$ cat src/rtl/core/sierpinski_carpet_pixel_unit_assert.svh
// assertion macros for the sierpinski carpet pixel unit
// expects clk and rst_n in the scope of use
`ifndef SIERPINSKI_CARPET_PIXEL_UNIT_ASSERT_SVH
`define SIERPINSKI_CARPET_PIXEL_UNIT_ASSERT_SVH

// same-cycle implication
`define SCP_ASSERT_SAME(label, ante, cons, msg) \
  label: assert property (@(posedge clk) disable iff (!rst_n) (ante) |-> (cons)) \
    else $error(msg);

// next-cycle implication
`define SCP_ASSERT_NEXT(label, ante, cons, msg) \
  label: assert property (@(posedge clk) disable iff (!rst_n) (ante) |=> (cons)) \
    else $error(msg);

`endif

$ cat src/rtl/core/scp_pkg.sv
// shared types, constants and the divide-by-three helper for the carpet unit
// no dependencies
`timescale 1ns / 1ps

package scp_pkg;

  localparam int PIX_W = 12;
  localparam int CFG_W = 3;
  localparam int GRAY_W = 8;

  localparam logic [CFG_W-1:0] SIZE_EXP_RST = 3'd7;
  localparam logic [CFG_W-1:0] LEVEL_RST = 3'd0;

  localparam logic [GRAY_W-1:0] GRAY_IN_SET = 8'd0;
  localparam logic [GRAY_W-1:0] GRAY_REMOVED = 8'd255;

  // floor(2^PIX_W / 3), underestimates v/3 by less than one
  localparam logic [2*PIX_W-1:0] RECIP3 = (2*PIX_W)'((2**PIX_W) / 3);

  typedef enum logic [0:0] {
    REG_SIZE_EXP = 1'b0,
    REG_LEVEL    = 1'b1
  } scp_reg_e;

  typedef struct packed {
    logic [PIX_W-1:0] qx;
    logic [PIX_W-1:0] qy;
    logic             hit;
  } scp_stage_t;

  typedef struct packed {
    logic [PIX_W-1:0] q;
    logic [1:0]       r;
  } scp_div3_t;

  function automatic scp_div3_t scp_div3(input logic [PIX_W-1:0] v);
    logic [2*PIX_W-1:0] prod;
    logic [PIX_W-1:0]   q0;
    logic [PIX_W+1:0]   three_q;
    logic [PIX_W+1:0]   r0;
    scp_div3_t          res;
    prod    = {{PIX_W{1'b0}}, v} * RECIP3;
    q0      = prod[2*PIX_W-1:PIX_W];
    three_q = {2'b00, q0} + {1'b0, q0, 1'b0};
    r0      = {2'b00, v} - three_q;
    if (r0 >= (PIX_W+2)'(3)) begin
      res.q = q0 + PIX_W'(1);
      res.r = 2'(r0 - (PIX_W+2)'(3));
    end else begin
      res.q = q0;
      res.r = r0[1:0];
    end
    return res;
  endfunction

endpackage

$ cat src/rtl/core/scp_in_if.sv
// input channel: pixel coordinate pair with valid/ready
// depends on scp_pkg
`timescale 1ns / 1ps

interface scp_in_if;
  logic                    valid;
  logic                    ready;
  logic [scp_pkg::PIX_W-1:0] pixel_x;
  logic [scp_pkg::PIX_W-1:0] pixel_y;

  modport source (output valid, output pixel_x, output pixel_y, input ready);
  modport sink (input valid, input pixel_x, input pixel_y, output ready);
endinterface

$ cat src/rtl/core/scp_out_if.sv
// result channel: carpet membership and gray level with valid/ready
// depends on scp_pkg
`timescale 1ns / 1ps

interface scp_out_if;
  logic                     valid;
  logic                     ready;
  logic                     in_set;
  logic [scp_pkg::GRAY_W-1:0] gray;

  modport source (output valid, output in_set, output gray, input ready);
  modport sink (input valid, input in_set, input gray, output ready);
endinterface

$ cat src/rtl/core/scp_cell.sv
// one digit cell: peels one base-3 digit off each coordinate and registers the rest
// depends on scp_pkg
`timescale 1ns / 1ps

module scp_cell (
  input  logic                clk,
  input  logic                rst_n,
  input  logic                digit_en,
  input  logic                up_valid,
  output logic                up_ready,
  input  scp_pkg::scp_stage_t up_data,
  output logic                dn_valid,
  input  logic                dn_ready,
  output scp_pkg::scp_stage_t dn_data
);
  import scp_pkg::*;

  logic       valid_r;
  scp_stage_t data_r;
  scp_stage_t data_nxt;
  scp_div3_t  dx;
  scp_div3_t  dy;

  always_comb begin
    dx = scp_div3(up_data.qx);
    dy = scp_div3(up_data.qy);
    data_nxt.qx  = dx.q;
    data_nxt.qy  = dy.q;
    data_nxt.hit = up_data.hit | (digit_en && (dx.r == 2'd1) && (dy.r == 2'd1));
  end

  assign up_ready = !valid_r || dn_ready;

  always_ff @(posedge clk) begin
    if (!rst_n) begin
      valid_r <= 1'b0;
    end else if (up_ready) begin
      valid_r <= up_valid;
    end
  end

  always_ff @(posedge clk) begin
    if (up_ready && up_valid) begin
      data_r <= data_nxt;
    end
  end

  assign dn_valid = valid_r;
  assign dn_data  = data_r;

endmodule

$ cat src/rtl/core/sierpinski_carpet_pixel_unit.sv
// channel  | dir | transaction payload
// in_chan  | in  | pixel_x[11:0], pixel_y[11:0]
// out_chan | out | in_set, gray[7:0]
// cfg_*    | in  | cfg_index selects size_exponent or level, cfg_wdata[2:0]
//
// one transaction per clock unless out_chan.ready holds the chain back; one cell per base-3 digit
// each cell holds its own register stage, so bubbles collapse under stalls
// in_chan.ready falls only when every cell holds a pending result
// synchronous active-low reset empties the chain and loads the default config
// depends on scp_pkg, scp_in_if, scp_out_if, scp_cell and the assertion header
`timescale 1ns / 1ps
`include "sierpinski_carpet_pixel_unit_assert.svh"

module sierpinski_carpet_pixel_unit #(
  parameter int MAX_DIGITS = 7
) (
  input  logic                         clk,
  input  logic                         rst_n,
  scp_in_if.sink                       in_chan,
  scp_out_if.source                    out_chan,
  input  logic                         cfg_we,
  input  scp_pkg::scp_reg_e            cfg_index,
  input  logic [scp_pkg::CFG_W-1:0]    cfg_wdata
);
  import scp_pkg::*;

  localparam int DW = $clog2(MAX_DIGITS + 1);
  localparam int KW = (DW > CFG_W) ? DW : CFG_W;

  logic [CFG_W-1:0]      size_exp_r;
  logic [CFG_W-1:0]      level_r;
  logic [KW-1:0]         e_eff;
  logic [KW-1:0]         l_eff;
  logic [KW-1:0]         lo_digit;
  logic [MAX_DIGITS-1:0] digit_mask;

  logic [MAX_DIGITS:0]   vld;
  logic [MAX_DIGITS:0]   rdy;
  scp_stage_t            chain [MAX_DIGITS+1];

  // config registers
  always_ff @(posedge clk) begin
    if (!rst_n) begin
      size_exp_r <= SIZE_EXP_RST;
      level_r    <= LEVEL_RST;
    end else if (cfg_we) begin
      unique case (cfg_index)
        REG_SIZE_EXP: size_exp_r <= cfg_wdata;
        REG_LEVEL:    level_r    <= cfg_wdata;
        default:      ;
      endcase
    end
  end

  // window of examined digit positions
  always_comb begin
    e_eff    = (KW'(size_exp_r) > KW'(MAX_DIGITS)) ? KW'(MAX_DIGITS) : KW'(size_exp_r);
    l_eff    = (KW'(level_r) > e_eff) ? e_eff : KW'(level_r);
    lo_digit = e_eff - l_eff;
    for (int k = 0; k < MAX_DIGITS; k++) begin
      digit_mask[k] = (KW'(k) >= lo_digit) && (KW'(k) < e_eff);
    end
  end

  assign vld[0]       = in_chan.valid;
  assign in_chan.ready = rdy[0];
  assign chain[0].qx  = in_chan.pixel_x;
  assign chain[0].qy  = in_chan.pixel_y;
  assign chain[0].hit = 1'b0;

  for (genvar k = 0; k < MAX_DIGITS; k++) begin : g_cell
    scp_cell u_cell (
      .clk      (clk),
      .rst_n    (rst_n),
      .digit_en (digit_mask[k]),
      .up_valid (vld[k]),
      .up_ready (rdy[k]),
      .up_data  (chain[k]),
      .dn_valid (vld[k+1]),
      .dn_ready (rdy[k+1]),
      .dn_data  (chain[k+1])
    );
  end

  assign rdy[MAX_DIGITS] = out_chan.ready;
  assign out_chan.valid  = vld[MAX_DIGITS];
  assign out_chan.in_set = !chain[MAX_DIGITS].hit;
  assign out_chan.gray   = chain[MAX_DIGITS].hit ? GRAY_REMOVED : GRAY_IN_SET;

  `SCP_ASSERT_SAME(a_full_when_blocked, !in_chan.ready, &vld[MAX_DIGITS:1], "input blocked with a free cell")
  `SCP_ASSERT_NEXT(a_accept_fills_first, in_chan.valid && in_chan.ready, vld[1], "accepted transaction lost at first cell")
  `SCP_ASSERT_SAME(a_level_zero_no_digits, l_eff == '0, digit_mask == '0, "digit enabled at level zero")

endmodule

$ cat src/flat_wrapper.sv
// flat-port wrapper written by rule: the top's interface ports become plain ports
module sierpinski_carpet_pixel_unit_flat import scp_pkg::*;
#(
  parameter int MAX_DIGITS = 7
)
  (clk, rst_n, cfg_we, cfg_index, cfg_wdata, in_chan_valid, in_chan_pixel_x, in_chan_pixel_y, in_chan_ready, out_chan_valid, out_chan_in_set, out_chan_gray, out_chan_ready);
  scp_in_if in_chan_i ();
  scp_out_if out_chan_i ();
  input  logic clk;
  input  logic rst_n;
  input  logic cfg_we;
  input  scp_pkg::scp_reg_e cfg_index;
  input  logic [scp_pkg::CFG_W-1:0] cfg_wdata;
  input wire logic [$bits(in_chan_i.valid)-1:0] in_chan_valid;
  input wire logic [$bits(in_chan_i.pixel_x)-1:0] in_chan_pixel_x;
  input wire logic [$bits(in_chan_i.pixel_y)-1:0] in_chan_pixel_y;
  output wire logic [$bits(in_chan_i.ready)-1:0] in_chan_ready;
  output wire logic [$bits(out_chan_i.valid)-1:0] out_chan_valid;
  output wire logic [$bits(out_chan_i.in_set)-1:0] out_chan_in_set;
  output wire logic [$bits(out_chan_i.gray)-1:0] out_chan_gray;
  input wire logic [$bits(out_chan_i.ready)-1:0] out_chan_ready;
  assign in_chan_i.valid = in_chan_valid;
  assign in_chan_i.pixel_x = in_chan_pixel_x;
  assign in_chan_i.pixel_y = in_chan_pixel_y;
  assign in_chan_ready = in_chan_i.ready;
  assign out_chan_valid = out_chan_i.valid;
  assign out_chan_in_set = out_chan_i.in_set;
  assign out_chan_gray = out_chan_i.gray;
  assign out_chan_i.ready = out_chan_ready;
  sierpinski_carpet_pixel_unit #(.MAX_DIGITS(MAX_DIGITS)) u_core (.clk(clk), .rst_n(rst_n), .in_chan(in_chan_i), .out_chan(out_chan_i), .cfg_we(cfg_we), .cfg_index(cfg_index), .cfg_wdata(cfg_wdata));
endmodule
$ cat config.mk
export PLATFORM = sky130hd
export DESIGN_NAME = sierpinski_carpet_pixel_unit_flat
export DESIGN_NICKNAME = d
export VERILOG_FILES = /design/src/rtl/core/scp_pkg.sv /design/src/rtl/core/scp_in_if.sv /design/src/rtl/core/scp_out_if.sv /design/src/rtl/core/scp_cell.sv /design/src/rtl/core/sierpinski_carpet_pixel_unit.sv /design/src/flat_wrapper.sv
export VERILOG_INCLUDE_DIRS = /design/src /design/src/rtl/core
export SDC_FILE = /design/constraint.sdc
export NUM_CORES = 2
export LEC_CHECK = 0
export ABC_AREA = 1
export ABC_CLOCK_PERIOD_IN_PS = 9700
export CAP_MARGIN = 10
export CORE_UTILIZATION = 55
export DETAILED_ROUTE_END_ITERATION = 16
export DONT_BUFFER_PORTS = 1
export PLACE_DENSITY = 0.77
export SETUP_SLACK_MARGIN = 0.3
export SYNTH_ARGS = -nofsm -noshare
export SYNTH_HDL_FRONTEND = slang
export SYNTH_SLANG_ARGS = --single-unit
$ cat constraint.sdc
create_clock -name clk -period 9.7 [get_ports clk]
set_input_delay 0.97 -clock clk [delete_from_list [all_inputs] [get_ports clk]]
set_output_delay 0.97 -clock clk [all_outputs]
set_load 0.02 [all_outputs]
Word-level counts from Yosys, hierarchy flattened
Index checks and enable logic that the tools add are counted.
Cells by class
  add/sub/neg operators: 55
  multipliers: 14
  order comparisons: 30
  equal/unequal tests: 14
  multiplexer cells: 17
  bitwise operators: 7
  reductions and logical operators: 45
Operator list (number)
  multiplier 12 x 11 -> 23 bit, second input constant: 14
  >= comparator 14 x 2 -> 1 bit, second input constant: 14
  subtractor 12 x 13 -> 14 bit: 14
  adder 11 x 12 -> 13 bit: 14
  two-way mux 13 bit: 12
  adder 11 x 1 -> 12 bit, second input constant: 12
  == test 2 x 1 -> 1 bit, second input constant: 14
  logical AND 1 bit: 28
  subtractor 2 bit, second input constant: 14
  >= comparator 3 bit, first input constant: 3
  < comparator 3 bit, first input constant: 3
  logical NOT 1 bit: 8
  two-way mux 8 bit: 1
  logical OR 1 bit: 7
  >= comparator 1 x 3 -> 1 bit, first input constant: 2
  >= comparator 2 x 3 -> 1 bit, first input constant: 2
  < comparator 1 x 3 -> 1 bit, first input constant: 2
  < comparator 2 x 3 -> 1 bit, first input constant: 2
  two-way mux 3 bit: 2
  bitwise OR 1 bit: 6
  two-way mux 2 bit: 2
  AND reduction 2 bit: 2
  greater-than comparator 3 bit: 1
  greater-than comparator 3 bit, second input constant: 1
  other kinds (2): 2
Word-level totals
  bits in registers: 164
  input port bits: 33
  output and inout bits: 11
  logic and storage cells: 222

Longest topological paths before layout
  word-level depth: 10
  mapped depth: 45
  gate-level depth less buffers: 45

Modules after synthesis
Synthesis repeated with hierarchy kept, for this count alone.
Second synthesis, totals
  cells, all modules: 8794
  area, all modules: 63084.3 um2
By module, submodules not included
  scp_cell at u_core.g_cell[0].u_cell ...: instances 3, cells each 1255, area each 8928.6 um2
  scp_cell at u_core.g_cell[4].u_cell: instances 1, cells each 1283, area each 9024.9 um2
  scp_cell at u_core.g_cell[5].u_cell: instances 1, cells each 1227, area each 8953.6 um2
  scp_cell at u_core.g_cell[6].u_cell: instances 1, cells each 1227, area each 8932.3 um2
  scp_cell at u_core.g_cell[1].u_cell: instances 1, cells each 1210, area each 8818.5 um2
  sierpinski_carpet_pixel_unit: instances 1, cells each 82, area each 569.3 um2

Least setup slack after synthesis
Ideal clock, no wire load.
  path type: input to register
  from: input in_chan_pixel_x[1]
  to: register u_core.g_cell[0].u_cell.data_r, in the netlist u_core.g_cell[0].u_cell.dn_data[21] (data pin)
  library setup time: 0.260 ns
  arrival time: 6.850 ns
  data required time: 9.440 ns
  path slack: 2.590 ns
  cell stages on the path: 33
  buffers on the path: 0
  cell sequence: ha_1 inv_1 fa_1 fa_1 inv_1 fa_1 inv_1 fa_1 inv_1 ha_1 nand2_1 nor2_1 nand3_1 nand3_1 nand2_1 nand2_1 xor2_1 inv_1 fa_1 inv_1 ha_1 nand2_1 nor2_1 nor2_1 nand2_1 nand3_1 nand3_2 xor2_2 nand2_1 nor2_4 nand3_4 nand2_1 o21ai_1
RTL lines
  from (decl): RTL line flat_wrapper.sv:15  | input wire logic [$bits(in_chan_i.pixel_x)-1:0] in_chan_pixel_x;
  to (signal assigned): RTL line scp_cell.sv:44  | data_r <= data_nxt;
  to (decl): RTL line scp_cell.sv:19  | scp_stage_t data_r;

==> metrics.cfg <==
[floorplan]
die_width_um = 330
io_pins = 44
dieHeight_um = 330
fp.dieArea_um2 = 109000
core_um2 = 107000
start_util_pct = 55.4
core.rowCount = 120

[yosys]
synth_seq_cells = 164
ys_warn_count = 0
synth_edf_count = 151
synth.distinct_cells = 74
async_reset_ff_share_pct = 0
synthAdderAreaFrac_pct = 45.6
muxShareOfSynthArea_pct = 0.0190
synthCells = 8014
synth_xor_area_share_pct = 4.23
ys_seq_area_share_pct = 8.10
synth_top_family_by_area = adder cells
netlist_area_um2 = 59200
yosys.area.top_type = ha_1
syn_nets = 9909
synth_compound_area_share_pct = 7.66
synth_top_area_share_pct = 28.9
synthTopCellsByArea = ha_1 (29%), fa_1 (17%), inv_1 (12%), nand2_1 (11%), edfxtp_1 (7.7%)
synthSimpleGateAreaFrac_pct = 22.5
synth_ff_type = edfxtp_1
avgSynthCellArea_um2 = 7.39

[routing]
dr.first_iter.drc_count = 2944
ant_nets = 0
drc = 0
drt_wl_total_um = 138000
wl_per_cell_um = 14.7
vias = 50524
first_pass_iters = 6
vias_per_cell = 5.36

[place]
place_congestion = 0.945
dp_hpwl_um = 123000
io_buffers = 0

[clock_tree]
htreeDepth = 4
path_clk_slew_ns = 0.08
hold_buffers = 0
cts_resized = 0
clock_latency_ns = 0.52
cts_root_buffer = clkbuf_16
cts_setup_buffers = 0
cts_tree = done
clock_path_buffers = 2
cts_made_buffers = 17
cts.sinks = 164

[cells_and_area]
drive_gt1_share_pct = 2.69
synthToLayoutAreaGrowth_pct = 3.75
n_antenna_cell = 0
fillers = 9895
final_nets = 9906
multi_input_area_um2 = 47400
seqCellArea_um2 = 4790

[critical_path]
critPathMaxFanout = 22
crit_top_cell = nand2_1
path_class = reg -> reg
worstPathRequired_ns = 9.96
r2r_cells = 33
r2r_start = u_core.g_cell[1].u_cell.dn_data[2]$_DFFE_PP_
critPathCaptureType = flip-flop
cpMaxStageDelayCell = nand3_1
critPathLaunchType = flip-flop
critical_path_arrival_ns = 8.10
r2r_slack_ns = 1.86
rr_endpoint = u_core.g_cell[2].u_cell.dn_data[0]$_DFFE_PP_
max_stage_delay_ns = 0.61

[timing]
timing.final.crit_share_pct = 80.8
hold_ws_ns = 0.476
maxSlewViolCount = 0
rsz0062_at_grt = false
relSlewSlack_pct = 25.8
clock_skew_ns = 0.0264
setup_viol = 0
setup_tns_ns = 0
hold_violations = 0
worst_pin_slew_ns = 1.11
max_freq_mhz = 128
layout_min_cycle_time_ns = 7.84

[flow_run]
maxCapViolations = 0

[min_path]
min_to = u_core.g_cell[5].u_cell.dn_valid$_SDFFE_PN0P_
whs_path_depth = 2
hold_path_class = reg -> reg
hp-start = u_core.g_cell[4].u_cell.dn_valid$_SDFFE_PN0P_

[grt]
grt_max_degree = 26
grt_pass1_wl_um = 233000
grt.total_usage_pct = 25.7
antenna_found_initial = 1
grt_overflow = 0
grt_pass1_vias = 49575

[status]
status = completed

## logic make-up (layout without fill, tap and decap cells)
group           count (synthesis)  count (layout)
flops                         164             164
xor+xnor                      267             267
compound gates                794             794
buf+inv                      1858            1868
mux                             1               1
fa+ha+maj                    1862            1862
simple gates                 3068            3068
## area by class of cell
cell class,instances,area share (%)
tap,1403,2.86
sequential,164,7.80
timing repair buffer,3,0.0367
multi-input combinational,5992,77.1
clock buffer,21,0.802
inverter,1833,11.2
clock inverter,11,0.165
## routing by layer
layer	GRT usage, %	routed length (µm)	up-vias
met5	0	0	-
met4	5.23	2220	0
met3	2.49	5740	144
met2	44.5	66000	1114
met1	34.6	64300	23674
li1	-	-	25592
## flip-flops by register name, summed over array words and instances (netlist names)
name                           flops
u_core.level_r                     3
u_core.g_cell.u_cell.dn_valid      7
u_core.size_exp_r                  3
u_core.g_cell.u_cell.dn_data     151
## cells in the final DEF (no fill, tap or decap), drive strengths merged, types with 41 or more instances in the layout
cell	count
a21o	41
a21oi	390
edfxtp	151
fa	493
ha	1369
inv	1842
nand2	1719
nand3	475
nand3b	41
nand4	143
nor2	560
nor3	57
o21ai	225
o21bai	56
xnor2	80
xor2	187
## worst max-delay path: cells and delay by family (launching register included)
family	cells	cell delay [ns]
buf+inv	5	0.28
fa+ha+maj	8	3.69
compound gates	5	0.77
xor+xnor	1	0.37
flops	1	0.57
simple gates	14	1.89
## stage by stage
stage               utilization, %  setup WS [ns]  instances  cell area [µm²]
finish                        57.5           1.86       9427            61400
global route                  57.5           1.13       9427            61400
CTS                           57.5           1.82       9427            61400
detailed placement            56.9           1.69       9395            60900
global placement              56.9           1.82       9395            60900
floorplan                        -           2.59       8014            59200
## how the worst max path moves through the flow
stage                                                 start                                       endpoint  slack [ns]  cells after the start
2_1_floorplan                            in_chan_pixel_x[1]  u_core.g_cell[0].u_cell.dn_data[21]$_DFFE_PP_        2.59                     33
3_3_place_gp                             in_chan_pixel_y[1]   u_core.g_cell[0].u_cell.dn_data[0]$_DFFE_PP_        1.82                     26
3_5_place_dp                             in_chan_pixel_y[1]   u_core.g_cell[0].u_cell.dn_data[0]$_DFFE_PP_        1.69                     26
4_1_cts        u_core.g_cell[1].u_cell.dn_data[2]$_DFFE_PP_   u_core.g_cell[2].u_cell.dn_data[0]$_DFFE_PP_        1.82                     34
5_1_grt        u_core.g_cell[1].u_cell.dn_data[2]$_DFFE_PP_   u_core.g_cell[2].u_cell.dn_data[3]$_DFFE_PP_        1.13                     34
6_report       u_core.g_cell[1].u_cell.dn_data[2]$_DFFE_PP_   u_core.g_cell[2].u_cell.dn_data[0]$_DFFE_PP_        1.86                     33
## cells in the mapped netlist, types with 34 or more instances
master    instances
nor2_1          544
nor3_1           52
fa_1            493
a21oi_1         378
inv_1          1820
ha_1           1369
nand2_1        1693
nand3_1         454
nand3b_1         39
nand4_1         136
or2_2            34
xnor2_1          77
edfxtp_1        151
o21bai_1         54
o21ai_0         185
a21o_1           41
xor2_1          171
Power is not shown: default switching activity piles up to over one toggle a cycle in this logic, so the estimate is an artifact.
